**src/rtl/fpa_pkg.sv**
```systemverilog
// shared types, opcodes and constants for the q24.8 fixed-point alu
package fpa_pkg;

    localparam int FRAC_BITS = 8;
    localparam int WORD_W    = 32;
    // quotient bits produced by the divider chain
    localparam int QUO_W     = WORD_W + FRAC_BITS + 1;
    localparam int NUM_W     = QUO_W;
    localparam int DEN_W     = WORD_W + 2;

    typedef enum logic [3:0] {
        OP_ADD      = 4'd0,
        OP_SUB      = 4'd1,
        OP_MUL      = 4'd2,
        OP_DIV      = 4'd3,
        OP_GT       = 4'd4,
        OP_LT       = 4'd5,
        OP_GE       = 4'd6,
        OP_LE       = 4'd7,
        OP_EQ       = 4'd8,
        OP_NE       = 4'd9,
        OP_MIN      = 4'd10,
        OP_MAX      = 4'd11,
        OP_INC      = 4'd12,
        OP_DEC      = 4'd13,
        OP_TO_INT   = 4'd14,
        OP_FROM_INT = 4'd15
    } op_t;

    localparam logic [1:0] ST_OK  = 2'd0;
    localparam logic [1:0] ST_OVF = 2'd1;
    localparam logic [1:0] ST_DIV0 = 2'd2;

    typedef struct packed {
        logic [3:0]         kind;
        logic signed [31:0] operand_a;
        logic signed [31:0] operand_b;
    } in_word_t;

    typedef struct packed {
        logic signed [31:0] value;
        logic               compare_true;
        logic [1:0]         status;
    } out_word_t;

    // result of the simple operations, carried beside the divider
    typedef struct packed {
        logic               is_div;
        logic               is_mul;
        logic               neg;
        logic               div0;
        logic signed [31:0] value;
        logic               compare_true;
        logic [1:0]         status;
        logic signed [63:0] product;
    } side_t;

    // one divider cell's state: shifted dividend, divisor, partial remainder, quotient and side result
    typedef struct packed {
        logic [NUM_W-1:0] num;
        logic [DEN_W-1:0] den;
        logic [DEN_W-1:0] rem;
        logic [QUO_W-1:0] quo;
        side_t            side;
    } div_state_t;

    function automatic logic signed [31:0] sat32(input logic signed [65:0] v,
                                                 output logic ovf);
        logic signed [31:0] r;
        begin
            ovf = 1'b0;
            r   = v[31:0];
            if (v > 66'sh0_7FFF_FFFF)
            begin
                ovf = 1'b1;
                r   = 32'sh7FFF_FFFF;
            end
            else if (v < -66'sh0_8000_0000)
            begin
                ovf = 1'b1;
                r   = -32'sh8000_0000;
            end
            return r;
        end
    endfunction

endpackage

```
**src/rtl/fpa_div_cell.sv**
```systemverilog
// one restoring-division cell: produces one quotient bit per cycle while en is high
module fpa_div_cell (
    input  logic                clk,
    input  logic                rst_n,
    input  logic                en,
    input  logic                v_in,
    input  fpa_pkg::div_state_t st_in,
    output logic                v_reg,
    output fpa_pkg::div_state_t st_reg
);

    fpa_pkg::div_state_t st_next;
    logic [fpa_pkg::DEN_W:0] trial;

    always_comb
    begin
        st_next = st_in;
        trial = {st_in.rem, st_in.num[fpa_pkg::NUM_W-1]};
        st_next.num = st_in.num << 1;
        if (trial >= {1'b0, st_in.den})
        begin
            st_next.rem = fpa_pkg::DEN_W'(trial - {1'b0, st_in.den});
            st_next.quo = {st_in.quo[fpa_pkg::QUO_W-2:0], 1'b1};
        end
        else
        begin
            st_next.rem = fpa_pkg::DEN_W'(trial);
            st_next.quo = {st_in.quo[fpa_pkg::QUO_W-2:0], 1'b0};
        end
    end

    always_ff @(posedge clk or negedge rst_n)
    begin
        if (!rst_n)
            v_reg <= 1'b0;
        else if (en)
            v_reg <= v_in;
    end

    always_ff @(posedge clk)
    begin
        if (en)
            st_reg <= st_next;
    end

endmodule

```
**config.mk**
```make
export PLATFORM = sky130hd
export DESIGN_NAME = fpa_div_cell
export DESIGN_NICKNAME = d
export VERILOG_FILES = /design/src/rtl/fpa_pkg.sv /design/src/rtl/fpa_div_cell.sv
export SDC_FILE = /design/constraint.sdc
export NUM_CORES = 1
export LEC_CHECK = 0
export BUFFER_PORTS_ARGS = -buffer_cell sky130_fd_sc_hd__buf_2
export CORE_AREA = 8 8 193 195
export CTS_BUF_LIST = sky130_fd_sc_hd__clkbuf_8
export DETAILED_ROUTE_END_ITERATION = 12
export DIE_AREA = 0 0 201 203
export GPL_TIMING_DRIVEN = 0
export HOLD_SLACK_MARGIN = 0.1
export PLACE_DENSITY = 0.64
export SYNTH_ARGS = -nofsm -noshare
export SYNTH_HDL_FRONTEND = slang
export SYNTH_SLANG_ARGS = --single-unit
```
**constraint.sdc**
```tcl
create_clock -name clk -period 0.8 [get_ports clk]
set_input_delay 0.16 -clock clk [delete_from_list [all_inputs] [get_ports clk]]
set_output_delay 0.16 -clock clk [all_outputs]
set_load 0.01 [all_outputs]
```
==> flow_metrics.tcl <==
set metrics [dict create \
    run_status "finished with violations" \
    violations "negative hold slack, negative setup slack" \
    fin_crit_sh 2.83 \
    grtUsageMet1 0.211 \
    minimum_setup_slack_among_reg_to_reg_paths_ns 0.04 \
    post_synth_num_cell_types 58 \
    htree_num_levels 2 \
    wl_per_cell_um 22.8 \
    clk_root_buffer_cell "clkbuf_8" \
    synth_area_leaders "edfxtp_1 (76%), ha_1 (4.3%), o21ai_0 (2.2%)" \
    worst_setup_path_end_kind "register" \
    startpoint "st_in[201]" \
    fmax_mhz 441 \
    final_worst_path_period_need_ns 2.27 \
    first_global_vias 9478 \
    synth_seq_cells 253 \
    portBuffers 508 \
    timing.critical_path.from_type "input port" \
    critPathCapture "st_reg[176]" \
    hp-class "input port to register" \
    synth_top_cells_by_count "edfxtp_1 (252), nand2_1 (52), o21ai_0 (44)" \
    gr-total-overflow 0 \
    grt_busiest_layer "met2" \
    post-dp-hpwl_mm 30.0 \
    finish.net_count 1773 \
    largest_reg_flops 252 \
    core.rowCount 68 \
    vias 9147 \
    worst_slew_margin_rel 0.640 \
    ir_drop_v 0.00131 \
    finalSetupViolCount 288 \
    yosysWarnings 0 \
    dieArea_um2 40800 \
    worst_hold_path_cells 1 \
    drive_above_1_share 0.493 \
    crit_type "input port to register" \
    grt_util_all_layers 0.208 \
    path_max_fanout 7 \
    gp_congestion 0.870 \
    ant_nets 0 \
    synth_fp_nets 927 \
    die_w_um 201 \
    synth_seq_area_share 0.760 \
    ctsLongestPathBuffers 3 \
    synthesis.instances 635 \
    post-synth-top-count-cell "edfxtp_1" \
    placeableCoreArea_um2 34100 \
    timing.final.hold_violations 26 \
    placement.cell_area_um2 13300 \
    reg2reg_from "v_reg" \
    power.density_nw_per_um2 2030 \
    clock_latency_ns 0.57 \
    maxCapViolCount 0 \
    synth_area_um2 9990 \
    fin_ws_ns -1.47 \
    rsz_0062_raised_after_global_routing "true" \
    clk_transition_reported_paths_ns 0.07 \
    synth_edf_count 252 \
    worst-r2r-cell-count 1 \
    layout-area-overhead-vs-synth_pct 83.2 \
    num-fill-cells 2770 \
    global_route.usage.met2 0.380 \
    syn-mean-instance-area_um2 15.7 \
    grt_antenna_before_repair 13 \
    arrival_ns 2.60 \
    synth_top_area_frac 0.758 \
    pin_count 511 \
    p_leak_nw 7.75 \
    drt-initial-drc-count 397 \
    cts_tree "yes" \
    worst_ep_required_time_ns 1.13 \
    fin_util 0.536 \
    tritoncts.num_buffers 45 \
    multi_input_comb_area_um2 2830 \
    sequential_cell_area_um2 7590 \
    grt_start_max_net_pins 98 \
    tightest_slew_ns 0.540 \
    synth_ff_type "edfxtp_1" \
    postSynth.asyncResetShare 0.00395 \
    timing.final.max_slew_violations 0 \
    floorplan.initialDensity 0.293 \
    hold-worst-slack_ns -0.0580 \
    postLayoutCellArea_um2 18300 \
    groute.layer.met3.usage 0.0660 \
    drc 0 \
    r2r_end "v_reg" \
    cts.sink_count 253 \
    skew_ns 0 \
    synth.largest_area_cell "edfxtp_1" \
    wl_mm 45.0 \
    dieHeight_um 203 \
    avgViaCountPerCell 4.63 \
    drtPass1Iterations 4 \
    global_route_wire_length_before_repair_mm 63.6 \
]
-- metrics by stage --
| stage | instances | setup TNS [ns] | worst slack [ns] | power, mW |
|---|---|---|---|---|
| final | 1976 | -160.16 | -1.47 | 37.2 |
| after CTS | 1958 | -166.63 | -1.32 | 36.8 |
| after global placement | 1598 | -1067.96 | -4.23 | 21.9 |
| after global routing | 1976 | -176.84 | -1.47 | 38.6 |
| after floorplan | 635 | -50.64 | -1.77 | 19.0 |
| after detailed placement | 1600 | -181.26 | -2.36 | 22.0 |
-- cell usage in the layout, fill, tap and decap left out, types with 5 or more instances in the layout --
cell type / instances
inv_2: 5
clkinv_2: 8
buf_8: 10
o21ai_0: 13
o21ai_4: 8
buf_12: 6
clkinv_1: 12
nand2_2: 8
a21oi_2: 7
nand3_1: 6
o21ai_2: 23
bufinv_16: 5
diode_2: 5
buf_2: 452
nand2_1: 40
inv_1: 39
dlygate4sd3_1: 255
edfxtp_1: 252
xnor2_1: 15
nor3_1: 5
nor2_1: 21
ha_1: 12
xor2_1: 12
buf_6: 58
a21o_1: 11
ha_4: 20
a21oi_1: 25
nand4_1: 9
buf_4: 32
clkbuf_8: 46
-- worst max-delay path, cell delays in order --
cell and delay, ns:
buf_2 0.11, inv_1 0.11, ha_4 0.24, a21oi_1 0.44, o21ai_0 0.15, o21ai_0 0.26, a21oi_1 0.17, o2111ai_2 0.24
a41oi_2 0.15, or3_1 0.34, a31o_1 0.23
-- worst min-delay path by stage --
stage / startpoint / to / slack, ns
global route: en / st_reg[5] / -0.09
finish: en / st_reg[19] / -0.06
CTS: st_in[178] / st_reg[178] / -0.29
floorplan: rst_n / v_reg / -0.14
global placement: rst_n / v_reg / -0.07
detailed placement: rst_n / v_reg / -0.06
-- timing repair --
action	4_1_cts	5_1_grt
pin swaps	44	36
hold endpoints to repair	279	31
hold buffers	249	6
setup buffers	30	13
setup endpoints to repair	289	288
gates cloned	5	0
resized for setup	185	103
-- logic make-up after synthesis --
kind of cell / Yosys count / share of synthesized area
buffers and inverters: 64 / 0.0283
xor gates and xnor gates: 29 / 0.0254
other: 1 / 0.000375
muxes: 5 / 0.00564
AOI/OAI and AO/OA: 131 / 0.0821
adders and majority gates: 35 / 0.0446
DFF: 253 / 0.760
and+or+nand+nor: 117 / 0.0534
-- cell type report --
| class | instances | share of cell area |
|---|---|---|
| antenna | 5 | 0.000684 |
| sequential | 253 | 0.415 |
| inverter | 42 | 0.0104 |
| multi-input combinational | 318 | 0.155 |
| clock inverter | 36 | 0.0160 |
| clock buffer | 46 | 0.0346 |
| timing repair buffer | 809 | 0.328 |
| buffer | 12 | 0.00916 |
| tap | 455 | 0.0311 |
-- power by group --
| part | internal [mW] | total (mW) | leakage (nW) | switching (mW) |
|---|---|---|---|---|
| clock network | 7.03 | 12.7 | 0.505 | 5.67 |
| logic | 4.06 | 8.09 | 4.77 | 4.03 |
| registers | 16.0 | 16.4 | 2.48 | 0.371 |
| total | 27.1 | 37.2 | 7.75 | 10.1 |
-- per-layer routing --
| layer | part of all wire | vias up | wire [um] |
|---|---|---|---|
| li1 | - | 4098 | - |
| met1 | 0.35 | 4465 | 15600 |
| met2 | 0.53 | 467 | 23800 |
| met3 | 0.073 | 101 | 3280 |
| met4 | 0.049 | 16 | 2220 |
| met5 | 0.0021 | - | 94 |
Note: power is estimated with default switching activity, not from simulation.
