**config.mk**
```make
export PLATFORM = sky130hd
export DESIGN_NAME = fpa_front
export DESIGN_NICKNAME = d
export VERILOG_FILES = /design/src/rtl/fpa_pkg.sv /design/src/rtl/fpa_front.sv
export SDC_FILE = /design/constraint.sdc
export NUM_CORES = 2
export LEC_CHECK = 0
export ABC_CLOCK_PERIOD_IN_PS = 900
export BUFFER_PORTS_ARGS = -buffer_cell sky130_fd_sc_hd__buf_2
export CAP_MARGIN = 20
export CORE_ASPECT_RATIO = 1.25
export CORE_MARGIN = 2
export CORE_UTILIZATION = 45
export CTS_BUF_LIST = sky130_fd_sc_hd__clkbuf_4
export DETAILED_ROUTE_END_ITERATION = 10
export GPL_ROUTABILITY_DRIVEN = 0
export PLACE_DENSITY = 0.7
export SETUP_SLACK_MARGIN = 0.3
export SYNTH_ARGS = -nofsm -noshare
export SYNTH_HDL_FRONTEND = slang
export SYNTH_SLANG_ARGS = --single-unit
```
**constraint.sdc**
```tcl
create_clock -name clk -period 0.9 [get_ports clk]
set_input_delay 0 -clock clk [delete_from_list [all_inputs] [get_ports clk]]
set_output_delay 0 -clock clk [all_outputs]
set_load 0.005 [all_outputs]
```
**src/rtl/fpa_pkg.sv**
```systemverilog
// shared types, opcodes and constants for the q24.8 fixed-point alu
package fpa_pkg;

    localparam int FRAC_BITS = 8;
    localparam int WORD_W    = 32;
    // quotient bits produced by the divider chain
    localparam int QUO_W     = WORD_W + FRAC_BITS + 1;
    localparam int NUM_W     = QUO_W;
    localparam int DEN_W     = WORD_W + 2;

    typedef enum logic [3:0] {
        OP_ADD      = 4'd0,
        OP_SUB      = 4'd1,
        OP_MUL      = 4'd2,
        OP_DIV      = 4'd3,
        OP_GT       = 4'd4,
        OP_LT       = 4'd5,
        OP_GE       = 4'd6,
        OP_LE       = 4'd7,
        OP_EQ       = 4'd8,
        OP_NE       = 4'd9,
        OP_MIN      = 4'd10,
        OP_MAX      = 4'd11,
        OP_INC      = 4'd12,
        OP_DEC      = 4'd13,
        OP_TO_INT   = 4'd14,
        OP_FROM_INT = 4'd15
    } op_t;

    localparam logic [1:0] ST_OK  = 2'd0;
    localparam logic [1:0] ST_OVF = 2'd1;
    localparam logic [1:0] ST_DIV0 = 2'd2;

    typedef struct packed {
        logic [3:0]         kind;
        logic signed [31:0] operand_a;
        logic signed [31:0] operand_b;
    } in_word_t;

    typedef struct packed {
        logic signed [31:0] value;
        logic               compare_true;
        logic [1:0]         status;
    } out_word_t;

    // result of the simple operations, carried beside the divider
    typedef struct packed {
        logic               is_div;
        logic               is_mul;
        logic               neg;
        logic               div0;
        logic signed [31:0] value;
        logic               compare_true;
        logic [1:0]         status;
        logic signed [63:0] product;
    } side_t;

    // one divider cell's state: shifted dividend, divisor, partial remainder, quotient and side result
    typedef struct packed {
        logic [NUM_W-1:0] num;
        logic [DEN_W-1:0] den;
        logic [DEN_W-1:0] rem;
        logic [QUO_W-1:0] quo;
        side_t            side;
    } div_state_t;

    function automatic logic signed [31:0] sat32(input logic signed [65:0] v,
                                                 output logic ovf);
        logic signed [31:0] r;
        begin
            ovf = 1'b0;
            r   = v[31:0];
            if (v > 66'sh0_7FFF_FFFF)
            begin
                ovf = 1'b1;
                r   = 32'sh7FFF_FFFF;
            end
            else if (v < -66'sh0_8000_0000)
            begin
                ovf = 1'b1;
                r   = -32'sh8000_0000;
            end
            return r;
        end
    endfunction

endpackage

```
**src/rtl/fpa_front.sv**
```systemverilog
// front stage: decodes the opcode and computes the simple operations
module fpa_front (
    input  logic               clk,
    input  logic               rst_n,
    input  logic               en,
    input  logic               in_valid,
    input  fpa_pkg::in_word_t  in_word,
    output logic               v_reg,
    output fpa_pkg::div_state_t st_reg
);

    fpa_pkg::div_state_t st_next;
    logic signed [65:0] a, b, wide;
    logic ovf;
    logic [31:0] mag_a, mag_b;

    always_comb
    begin
        a = 66'(in_word.operand_a);
        b = 66'(in_word.operand_b);
        mag_a = in_word.operand_a[31] ? 32'(-in_word.operand_a) : in_word.operand_a;
        mag_b = in_word.operand_b[31] ? 32'(-in_word.operand_b) : in_word.operand_b;
        wide = '0;
        ovf  = 1'b0;
        st_next = '0;
        // dividend doubled, divisor as is: the chain yields floor(2*num/den)
        st_next.num = fpa_pkg::NUM_W'({mag_a, fpa_pkg::FRAC_BITS'(0)}) << 1;
        st_next.den = fpa_pkg::DEN_W'(mag_b);
        st_next.side.product = in_word.operand_a * in_word.operand_b;
        unique case (fpa_pkg::op_t'(in_word.kind))
            fpa_pkg::OP_ADD: st_next.side.value = fpa_pkg::sat32(a + b, ovf);
            fpa_pkg::OP_SUB: st_next.side.value = fpa_pkg::sat32(a - b, ovf);
            fpa_pkg::OP_MUL: st_next.side.is_mul = 1'b1;
            fpa_pkg::OP_DIV:
            begin
                st_next.side.is_div = 1'b1;
                st_next.side.div0   = (in_word.operand_b == 32'sd0);
                st_next.side.neg    = in_word.operand_a[31] ^ in_word.operand_b[31];
            end
            fpa_pkg::OP_GT: st_next.side.compare_true = a > b;
            fpa_pkg::OP_LT: st_next.side.compare_true = a < b;
            fpa_pkg::OP_GE: st_next.side.compare_true = a >= b;
            fpa_pkg::OP_LE: st_next.side.compare_true = a <= b;
            fpa_pkg::OP_EQ: st_next.side.compare_true = a == b;
            fpa_pkg::OP_NE: st_next.side.compare_true = a != b;
            fpa_pkg::OP_MIN: st_next.side.value = (a < b) ? in_word.operand_a
                                                          : in_word.operand_b;
            fpa_pkg::OP_MAX: st_next.side.value = (a > b) ? in_word.operand_a
                                                          : in_word.operand_b;
            fpa_pkg::OP_INC: st_next.side.value = fpa_pkg::sat32(a + 66'sd1, ovf);
            fpa_pkg::OP_DEC: st_next.side.value = fpa_pkg::sat32(a - 66'sd1, ovf);
            fpa_pkg::OP_TO_INT: st_next.side.value = in_word.operand_a >>> fpa_pkg::FRAC_BITS;
            fpa_pkg::OP_FROM_INT:
            begin
                wide = a <<< fpa_pkg::FRAC_BITS;
                st_next.side.value = fpa_pkg::sat32(wide, ovf);
            end
            default: st_next.side.value = '0;
        endcase
        st_next.side.status = ovf ? fpa_pkg::ST_OVF : fpa_pkg::ST_OK;
    end

    always_ff @(posedge clk or negedge rst_n)
    begin
        if (!rst_n)
            v_reg <= 1'b0;
        else if (en)
            v_reg <= in_valid;
    end

    always_ff @(posedge clk)
    begin
        if (en)
            st_reg <= st_next;
    end

endmodule

```
==> flow_summary.toml <==
[worst_hold_path]
min_path_cells = 2
hp-start = "in_word[19]"
hold_end = "st_reg[197]"
hp-class = "input port to register"

[synth]
syn_inst = 5519
synthFlopType = "edfxtp_1"
ys_types = 96
ys_seq_area_frac = 0.0995
syn_avg_cell_area_um2 = 9.13
synthTopCellsByArea = "fa_1 43%, edfxtp_1 9.9%, inv_1 8.1%"
synth.most_common_cell = "inv_1"
synth_common_cells = "1089 x inv_1, 1084 x fa_1, 640 x nand2_1"
syn-cell-area_mm2 = 0.0504
synth_edf_count = 166
yosysTopAreaCellShare = 0.431
yosys_register_bits = 167
ys_warn_count = 0
async_flop_share = 0.00599
yosys.area.top_type = "fa_1"

[critical_path]
cp-end-kind = "register"
setup.worst_path.start_class = "input port"
crit_fanout = 4
worstRegToRegCells = 1
arrival_ns = 7.62
critPathSlowestCell = "fa_2"
r2r-end = "v_reg"
required_ns = 1.72
crit_type = "input port to register"
reg2reg_slack_ns = 0.14
r2r-start = "v_reg"
cpPeakStageDelay_ns = 0.66
cp_common_cell = "fa_1"

[finish]
nFillCells = 8800
syn_to_final_growth_pct = 33.7
regArea_mm2 = 0.00501
layout-drive-gt1-share = 0.314
nets = 8140
stdcell_area_mm2 = 0.0673
final_util = 0.605
multi_input_area_mm2 = 0.0428
largest_reg_flops = 166

[clock_network]
clockBufferDepth = 2
cts.root.buffer_cell = "clkbuf_4"
clock_latency_ns = 1.03
cts_num_sinks = 167
clkTransAtPathRegs_ns = 0.21
htree_levels = 4
cts_tree = "built"
cts_buffers = 17

[sta]
final_max_slew_viol_count = 0
holdWs_ns = -0.552
fin_setup_tns_ns = -525.91
worstMarginPinSlew_ns = 1.18
clock_skew_ns = 0
relSlewSlack = 0.207
rsz0062_at_grt = "true"
setup_viol_count_final = 308
max_freq_ghz = 0.147
setup_ws_ns = -5.89
timing_hold_violations_final = 78
final.min_clock_period_ns = 6.79
timing.final.crit_share = 7.55

[floorplanning]
die_y_um = 378
start_util = 0.453
die-area_mm2 = 0.115
chipWidth_um = 303
io_pins = 326
rows = 137
coreArea_mm2 = 0.111

[drt]
dr.pass1.iters = 8
wl_per_cell_um = 22.8
ant_nets = 0
drtIter0Drc = 4564
drc_errors = 0
wirelength_um = 187000
vias = 45800
route.detailed.vias_per_inst = 5.57

[status]
violations = "hold timing, setup timing"
outcome = "finished with violations"

[job]
drv_cap = 0

[global_routing]
gr-usage-all-layers = 0.331
grt_pass1_vias = 49000
grt_max_degree = 42
grt_pass1_wl_um = 283000
antenna_found_initial = 9
grt_remaining_overflow = 0

[placed_design]
dp_hpwl_um = 148000
place_area_mm2 = 0.0622
io_buffers = 238
==> metal layers <==
layer	GRT usage	wire, µm	vias up
li1	-	-	19300
met1	0.381	62300	22800
met2	0.536	88600	2803
met3	0.0702	18200	897
met4	0.259	18000	6
met5	0	42	-
==> how the worst max path moves through the flow <==
stage | startpoint | endpoint | slack, ns | cells past startpoint
after detailed placement | in_word[10] | st_reg[63] | -7.28 | 28
after global routing | in_word[39] | st_reg[63] | -6.03 | 31
after floorplan | in_word[63] | st_reg[63] | -6.39 | 29
after CTS | in_word[31] | st_reg[63] | -5.78 | 28
after global placement | in_word[10] | st_reg[63] | -7.19 | 28
final | in_word[39] | st_reg[63] | -5.89 | 31
==> critical path, delay by kind of cell <==
kind / cells / cell delay [ns]
AO/OA/AOI/OAI: 10 / 1.91
buffers and inverters: 9 / 1.00
adder cells (fa/ha/maj): 9 / 4.36
XOR/XNOR: 1 / 0.09
AND/OR/NAND/NOR: 2 / 0.25
==> cell type report <==
cell class / count / area share
Antenna cell: 11 / 0.000409
Tap cell: 1459 / 0.0271
Sequential cell: 167 / 0.0744
Clock buffer: 17 / 0.00190
Clock inverter: 15 / 0.00299
Multi-Input combinational cell: 3904 / 0.635
Timing Repair Buffer: 1540 / 0.195
Inverter: 1100 / 0.0633
==> through the flow <==
step	worst slack [ns]	instances
2_1_floorplan	-6.39	5605
3_3_place_gp	-7.19	7954
3_5_place_dp	-7.28	7954
4_1_cts	-5.78	8147
5_1_grt	-6.03	8212
6_report	-5.89	8213
==> cells in the final DEF (no fill, tap or decap), types with 87 or more instances in the layout <==
cell / n
conb_1: 87
inv_1: 1031
a21oi_1: 119
ha_1: 184
xnor2_1: 145
buf_2: 184
nor2_1: 228
and2_1: 348
buf_4: 1032
buf_6: 148
nand2_1: 591
edfxtp_1: 166
fa_1: 1015
==> cells by family (layout without fill, tap and decap cells) <==
family / after synthesis / after routing / share of synthesized area
AND/OR/NAND/NOR: 1573 / 1573 / 0.151
buffers and inverters: 1534 / 2672 / 0.122
adder cells (fa/ha/maj): 1338 / 1338 / 0.494
AO/OA/AOI/OAI: 652 / 652 / 0.0881
XOR/XNOR: 214 / 214 / 0.0372
flip-flops: 167 / 167 / 0.0995
multiplexers: 40 / 40 / 0.00835
other: 1 / 98 / 0.0000745
==> repair_timing <==
action	4_1_cts	5_1_grt
pin swaps	192	164
setup buffers	100	47
endpoints found under the hold margin	269	82
gates cloned	4	2
gates resized for setup	468	241
hold buffers	57	6
endpoints found under the setup margin	320	326
Power is left out: the tool's default activity adds up to more than one toggle a clock period on the data nets, which glitch-free logic cannot reach.
