`config.mk`:
```
export PLATFORM = sky130hd
export DESIGN_NAME = fpa_back
export DESIGN_NICKNAME = d
export VERILOG_FILES = /design/src/rtl/fpa_pkg.sv /design/src/rtl/fpa_back.sv
export SDC_FILE = /design/constraint.sdc
export NUM_CORES = 1
export LEC_CHECK = 0
export BUFFER_PORTS_ARGS = -buffer_cell sky130_fd_sc_hd__buf_2
export CORE_MARGIN = 2
export CORE_UTILIZATION = 50
export CTS_CLUSTER_SIZE = 25
export DETAILED_ROUTE_END_ITERATION = 8
export PLACE_DENSITY = 0.88
export SYNTH_ARGS = -nofsm -noshare
export SYNTH_HDL_FRONTEND = slang
export SYNTH_SLANG_ARGS = --single-unit
```
`constraint.sdc`:
```
create_clock -name clk -period 0.8 [get_ports clk]
set_input_delay 0.04 -clock clk [delete_from_list [all_inputs] [get_ports clk]]
set_output_delay 0.04 -clock clk [all_outputs]
set_load 0.02 [all_outputs]
```
`src/rtl/fpa_pkg.sv`:
```
// shared types, opcodes and constants for the q24.8 fixed-point alu
package fpa_pkg;

    localparam int FRAC_BITS = 8;
    localparam int WORD_W    = 32;
    // quotient bits produced by the divider chain
    localparam int QUO_W     = WORD_W + FRAC_BITS + 1;
    localparam int NUM_W     = QUO_W;
    localparam int DEN_W     = WORD_W + 2;

    typedef enum logic [3:0] {
        OP_ADD      = 4'd0,
        OP_SUB      = 4'd1,
        OP_MUL      = 4'd2,
        OP_DIV      = 4'd3,
        OP_GT       = 4'd4,
        OP_LT       = 4'd5,
        OP_GE       = 4'd6,
        OP_LE       = 4'd7,
        OP_EQ       = 4'd8,
        OP_NE       = 4'd9,
        OP_MIN      = 4'd10,
        OP_MAX      = 4'd11,
        OP_INC      = 4'd12,
        OP_DEC      = 4'd13,
        OP_TO_INT   = 4'd14,
        OP_FROM_INT = 4'd15
    } op_t;

    localparam logic [1:0] ST_OK  = 2'd0;
    localparam logic [1:0] ST_OVF = 2'd1;
    localparam logic [1:0] ST_DIV0 = 2'd2;

    typedef struct packed {
        logic [3:0]         kind;
        logic signed [31:0] operand_a;
        logic signed [31:0] operand_b;
    } in_word_t;

    typedef struct packed {
        logic signed [31:0] value;
        logic               compare_true;
        logic [1:0]         status;
    } out_word_t;

    // result of the simple operations, carried beside the divider
    typedef struct packed {
        logic               is_div;
        logic               is_mul;
        logic               neg;
        logic               div0;
        logic signed [31:0] value;
        logic               compare_true;
        logic [1:0]         status;
        logic signed [63:0] product;
    } side_t;

    // one divider cell's state: shifted dividend, divisor, partial remainder, quotient and side result
    typedef struct packed {
        logic [NUM_W-1:0] num;
        logic [DEN_W-1:0] den;
        logic [DEN_W-1:0] rem;
        logic [QUO_W-1:0] quo;
        side_t            side;
    } div_state_t;

    function automatic logic signed [31:0] sat32(input logic signed [65:0] v,
                                                 output logic ovf);
        logic signed [31:0] r;
        begin
            ovf = 1'b0;
            r   = v[31:0];
            if (v > 66'sh0_7FFF_FFFF)
            begin
                ovf = 1'b1;
                r   = 32'sh7FFF_FFFF;
            end
            else if (v < -66'sh0_8000_0000)
            begin
                ovf = 1'b1;
                r   = -32'sh8000_0000;
            end
            return r;
        end
    endfunction

endpackage

```
`src/rtl/fpa_back.sv`:
```
// back stage: rounds multiply and divide results, saturates them and flags division by zero
module fpa_back (
    input  logic                clk,
    input  logic                rst_n,
    input  logic                en,
    input  logic                v_in,
    input  fpa_pkg::div_state_t st_in,
    output logic                v_reg,
    output fpa_pkg::out_word_t  out_reg
);

    fpa_pkg::out_word_t out_next;
    logic [63:0] pmag, pr;
    logic [fpa_pkg::QUO_W-1:0] q;
    logic signed [65:0] sv;
    logic ovf;

    always_comb
    begin
        out_next = '0;
        ovf = 1'b0;
        sv = '0;
        pmag = st_in.side.product[63] ? 64'(-st_in.side.product)
                                      : 64'(st_in.side.product);
        pr = (pmag + (64'd1 << (fpa_pkg::FRAC_BITS - 1))) >> fpa_pkg::FRAC_BITS;
        // the chain's quotient is floor(2*num/den), twice num/den; add one and halve to round
        q  = (st_in.quo + fpa_pkg::QUO_W'(1)) >> 1;
        out_next.value        = st_in.side.value;
        out_next.compare_true = st_in.side.compare_true;
        out_next.status       = st_in.side.status;
        if (st_in.side.is_mul)
        begin
            sv = st_in.side.product[63] ? -66'(pr) : 66'(pr);
            out_next.value  = fpa_pkg::sat32(sv, ovf);
            out_next.status = ovf ? fpa_pkg::ST_OVF : fpa_pkg::ST_OK;
        end
        else if (st_in.side.is_div)
        begin
            if (st_in.side.div0)
            begin
                out_next.value  = '0;
                out_next.status = fpa_pkg::ST_DIV0;
            end
            else
            begin
                sv = st_in.side.neg ? -66'(q) : 66'(q);
                out_next.value  = fpa_pkg::sat32(sv, ovf);
                out_next.status = ovf ? fpa_pkg::ST_OVF : fpa_pkg::ST_OK;
            end
        end
    end

    always_ff @(posedge clk or negedge rst_n)
    begin
        if (!rst_n)
            v_reg <= 1'b0;
        else if (en)
            v_reg <= v_in;
    end

    always_ff @(posedge clk)
    begin
        if (en)
            out_reg <= out_next;
    end

endmodule

```
==> results.json, run 1 <==
{
  "synthMostInstantiatedCell": "xnor2_1",
  "cts_buffer_depth": 2,
  "cts_buffers": 5,
  "die_h_um": 146,
  "grt_pass1_wl_um": 125000,
  "error_line": "[ERROR GRT-0116] Global routing finished with congestion. Check the congestion regions in the DRC Viewer.",
  "synth_area_per_cell_um2": 6.94,
  "synth_nets": 1713,
  "synth-seq-area-share_pct": 10.7,
  "ys_async_sr_fraction_pct": 2.78,
  "synthXorXnorAreaFrac_pct": 19.0,
  "postSynthCellCount": 1452,
  "haltStage": "5_1_grt",
  "synth-adder-area-share_pct": 0.497,
  "io_pins": 293,
  "synth_area_um2": 10100,
  "yosys_register_bits": 36,
  "synth_top_area_share_pct": 11.8,
  "synth_commonest_cells": "136 x xnor2_1, 129 x nor2_1, 124 x nand2_1",
  "place_hpwl_um": 38800,
  "grt_pass1_vias": 20667,
  "dominantRegCellSynth": "edfxtp_1",
  "clockRootBuffer": "clkbuf_16",
  "port_buffers": 183,
  "synth_cell_types": 99,
  "grt_usage_pct": 77.2,
  "grt_overflow": 12,
  "place_inst": 2404,
  "synth_top_family_by_area": "simple AND/OR/NAND/NOR gates",
  "synthSimpleGateAreaFrac_pct": 35.8,
  "grt_max_degree": 57,
  "initial_core_util_pct": 51.4,
  "synth_compound_area_share_pct": 26.9,
  "rows": 51,
  "synth_mux_area_share_pct": 2.06,
  "die_w_um": 146,
  "status": "stopped before the end",
  "routabilityCongestion": 1.08,
  "synth_edf_count": 35,
  "synth_largest_area_cell": "xnor2_1",
  "htreeDepth": 2,
  "synth-warning-count": 0,
  "clock_sinks": 36,
  "synth.area.top_cells": "xnor2_1 12%, edfxtp_1 10%, xor2_1 7.2%, nor2_1 4.8%, nand2_1 4.6%"
}
## per-layer routing
metal | global-route usage [%] | overflow
met5 | 40.2 | 0
met4 | 75.6 | 6
met3 | 69.0 | 0
met2 | 90.1 | 6
met1 | 75.5 | 0
## kinds of logic after synthesis
kind of cell,Yosys count
buffers and inverters,121
AOI/OAI and AO/OA,384
xor gates and xnor gates,219
muxes,20
DFF,36
adders and majority gates,4
and+or+nand+nor,668
## stage by stage
| step | setup TNS (ps) | setup slack [ps] | area (µm²) | utilization, % |
|---|---|---|---|---|
| 4_1_cts | -162340 | -4870 | 16400 | 83.9 |
| 3_3_place_gp | -168190 | -5130 | 15700 | 79.9 |
| 3_5_place_dp | -181880 | -5590 | 15700 | 79.9 |
| 2_1_floorplan | -179720 | -5500 | 10400 | - |
## repair_timing
| item | CTS |
|---|---|
| endpoints found under the hold margin | 3 |
| endpoints found under the setup margin | 69 |
| resized for setup | 75 |
| hold buffers | 3 |
| gates cloned | 1 |
| setup buffers | 24 |
| pin swaps | 50 |
==> inputs of run 2 (changes only) <==
--- a/config.mk
+++ b/config.mk
@@ -7,10 +7,9 @@
 export LEC_CHECK = 0
 export BUFFER_PORTS_ARGS = -buffer_cell sky130_fd_sc_hd__buf_2
 export CORE_MARGIN = 2
-export CORE_UTILIZATION = 50
-export CTS_CLUSTER_SIZE = 25
+export CORE_UTILIZATION = 40
 export DETAILED_ROUTE_END_ITERATION = 8
-export PLACE_DENSITY = 0.88
+export PLACE_DENSITY_LB_ADDON = 0.15
 export SYNTH_ARGS = -nofsm -noshare
 export SYNTH_HDL_FRONTEND = slang
 export SYNTH_SLANG_ARGS = --single-unit
==> constraint.sdc (replaced) <==
create_clock -name clk -period 1 [get_ports clk]
set_input_delay 0.05 -clock clk [delete_from_list [all_inputs] [get_ports clk]]
set_output_delay 0.05 -clock clk [all_outputs]
set_load 0.02 [all_outputs]
==> run 2 against run 1 <==
The flow now finishes, with violations (negative setup slack). Synthesized cell count stayed put. Synthesized area unchanged.
==> results.json, run 2 <==
{
  "period_share_pct": 568,
  "critPathMaxStageDelay_ps": 530,
  "pwr-share-clk_pct": 17.4,
  "grt_pass1_wl_um": 67700,
  "yosys_register_bits": 36,
  "status": "finished with violations",
  "drt_wl_total_um": 42400,
  "routabilityCongestion": 0.956,
  "setup_slack_ps": -4680,
  "synthToLayoutAreaGrowth_pct": 67.9,
  "p_per_area_nw_per_um2": 610,
  "die_area_um2": 26500,
  "tightest_slew_ps": 608,
  "design.core.area_um2": 25000,
  "grt_antenna_before_repair": 0,
  "initial_core_util_pct": 40.4,
  "synth_area_per_cell_um2": 6.94,
  "crit_slowest_cell": "or4_4",
  "postSynthCellCount": 1452,
  "clock_sinks": 36,
  "cp_top_family": "simple AND/OR/NAND/NOR gates",
  "rsz0062_at_grt": "true",
  "cts_buffers": 5,
  "clkTransAtPathRegs_ps": 60,
  "drtAntennaViolNets": 0,
  "synthMostInstantiatedCell": "xnor2_1",
  "p_comb_share_pct": 64.1,
  "synth_area_um2": 10100,
  "synth_commonest_cells": "136 x xnor2_1, 129 x nor2_1, 124 x nand2_1",
  "mostFrequentLayoutCell": "buf_4",
  "cts_buffer_depth": 2,
  "ys_async_sr_fraction_pct": 2.78,
  "dominantRegCellSynth": "edfxtp_1",
  "fmax_mhz": 176,
  "synth-seq-area-share_pct": 10.7,
  "synth_top_area_share_pct": 11.8,
  "timing.max_cap.violations": 0,
  "tritoncts": "done",
  "largest_reg_flops": 35,
  "fin_crit_ps": 5680,
  "die_w_um": 163,
  "synth.area.top_cells": "xnor2_1 12%, edfxtp_1 10%, xor2_1 7.2%, nor2_1 4.8%, nand2_1 4.6%",
  "io_pins": 293,
  "vias_per_cell": 5.65,
  "rows": 58,
  "vdd_drop_max_mv": 0.790,
  "antennaDiodeCount": 0,
  "p_leak_nw": 7.12,
  "synth_largest_area_cell": "xnor2_1",
  "start_kind": "primary input",
  "finalHoldViolCount": 0,
  "fin_nets": 2469,
  "place_hpwl_um": 34900,
  "synth_nets": 1713,
  "insertion_delay_ps": 280,
  "seqPwrFrac_pct": 18.5,
  "violations": "negative setup slack",
  "cp_num_buf_inv": 7,
  "clockRootBuffer": "clkbuf_16",
  "crit_fanout": 32,
  "required_ps": 1020,
  "maxSlewViolCount": 0,
  "mostFrequentLayoutCells": "645 x buf_4, 180 x buf_2, 136 x xnor2_1",
  "grt_pass1_vias": 13925,
  "drc": 0,
  "end_kind": "flop",
  "slew_headroom_pct": 59.4,
  "synth_cell_types": 99,
  "firstDrtPassIters": 6,
  "power_mw": 10.3,
  "grt_overflow": 0,
  "hold_class": "primary input to flop",
  "grt_usage_pct": 31.1,
  "die_h_um": 163,
  "wl_per_cell_um": 16.7,
  "grt_max_degree": 55,
  "setup_viol": 33,
  "synth-warning-count": 0,
  "routed-via-count": 14342,
  "htreeDepth": 2,
  "port_buffers": 183,
  "skew_ps": 0,
  "intPower_mw": 6.23,
  "worstSetupPathType": "primary input to flop",
  "arrival_ps": 5700,
  "synth_edf_count": 35,
  "whs_ps": 6.35,
  "power_switching_mw": 4.09,
  "p_sw_share_pct": 39.6,
  "drive_gt1_share_pct": 45.5,
  "drt_iter0_markers": 1043
}
==> run 2: layer usage <==
metal | global-route usage (%) | vias to the layer above | wire length [µm]
met5 | 0 | - | 0
met1 | 38.4 | 6806 | 17900
li1 | - | 7043 | -
met4 | 8.05 | 0 | 1160
met2 | 57.5 | 420 | 21600
met3 | 3.18 | 73 | 1750
==> run 2: through the flow <==
| step | TNS, ps | utilization, % | setup slack [ps] | instances | instance area (µm²) |
|---|---|---|---|---|---|
| floorplan | -173440 | - | -5310 | 1452 | 10400 |
| global placement | -167530 | 64.1 | -5120 | 2502 | 16000 |
| detailed placement | -171100 | 64.1 | -5240 | 2502 | 16000 |
| CTS | -147460 | 66.7 | -4530 | 2528 | 16600 |
| global route | -158220 | 67.8 | -4850 | 2539 | 16900 |
| finish | -152160 | 67.8 | -4680 | 2539 | 16900 |
==> run 2: kinds of logic (layout without fill, tap and decap cells) <==
| group | after synthesis | count (layout) | synth area share [%] |
|---|---|---|---|
| AND/OR/NAND/NOR | 668 | 668 | 35.8 |
| XOR/XNOR | 219 | 219 | 19.0 |
| adder cells (fa/ha/maj) | 4 | 4 | 0.497 |
| multiplexers | 20 | 20 | 2.06 |
| buffers and inverters | 121 | 878 | 4.98 |
| flip-flops | 36 | 36 | 10.7 |
| AO/OA/AOI/OAI | 384 | 384 | 26.9 |
==> run 2: timing repair <==
item | in CTS | in global routing
setup endpoints to repair | 33 | 33
buffers inserted | 15 | 11
gates resized for setup | 57 | 42
cloned | 1 | 1
pin swaps | 34 | 30
hold buffers | 2 | 0
endpoints found under the hold margin | 2 | 0
==> run 2: power groups by stage <==
stage               sequential (mW)  clock [mW]  combinational (mW)
floorplan                      2.13           0                2.90
CTS                            1.91        1.79                6.40
finish                         1.91        1.79                6.62
global placement               1.94           0                6.10
global route                   1.92        1.88                7.14
detailed placement             1.93           0                6.20
==> run 2: final cells by class <==
type                            instances  area, µm²
Fill cell                            2229       8050
Multi-Input combinational cell       1295       9170
Inverter                               29        109
Clock buffer                            6        129
Clock inverter                          2       35.0
Timing Repair Buffer                  841       5990
Sequential cell                        36       1080
Tap cell                              330        413
==> run 2: worst paths after layout <==
kind,cells past startpoint,endpoint,start,slack (ps)
max in group asynchronous,2,v_reg$_DFFE_PN0P_,rst_n,850
min in group asynchronous,2,v_reg$_DFFE_PN0P_,rst_n,70
worst max-delay path,29,out_reg[17]$_DFFE_PP_,st_in[2],-4680
worst min register to register,1,v_reg$_DFFE_PN0P_,v_reg$_DFFE_PN0P_,500
worst max register to register,1,v_reg$_DFFE_PN0P_,v_reg$_DFFE_PN0P_,260
worst min-delay path,2,v_reg$_DFFE_PN0P_,v_in,6
No activity file was read; power rests on OpenSTA's default activity.
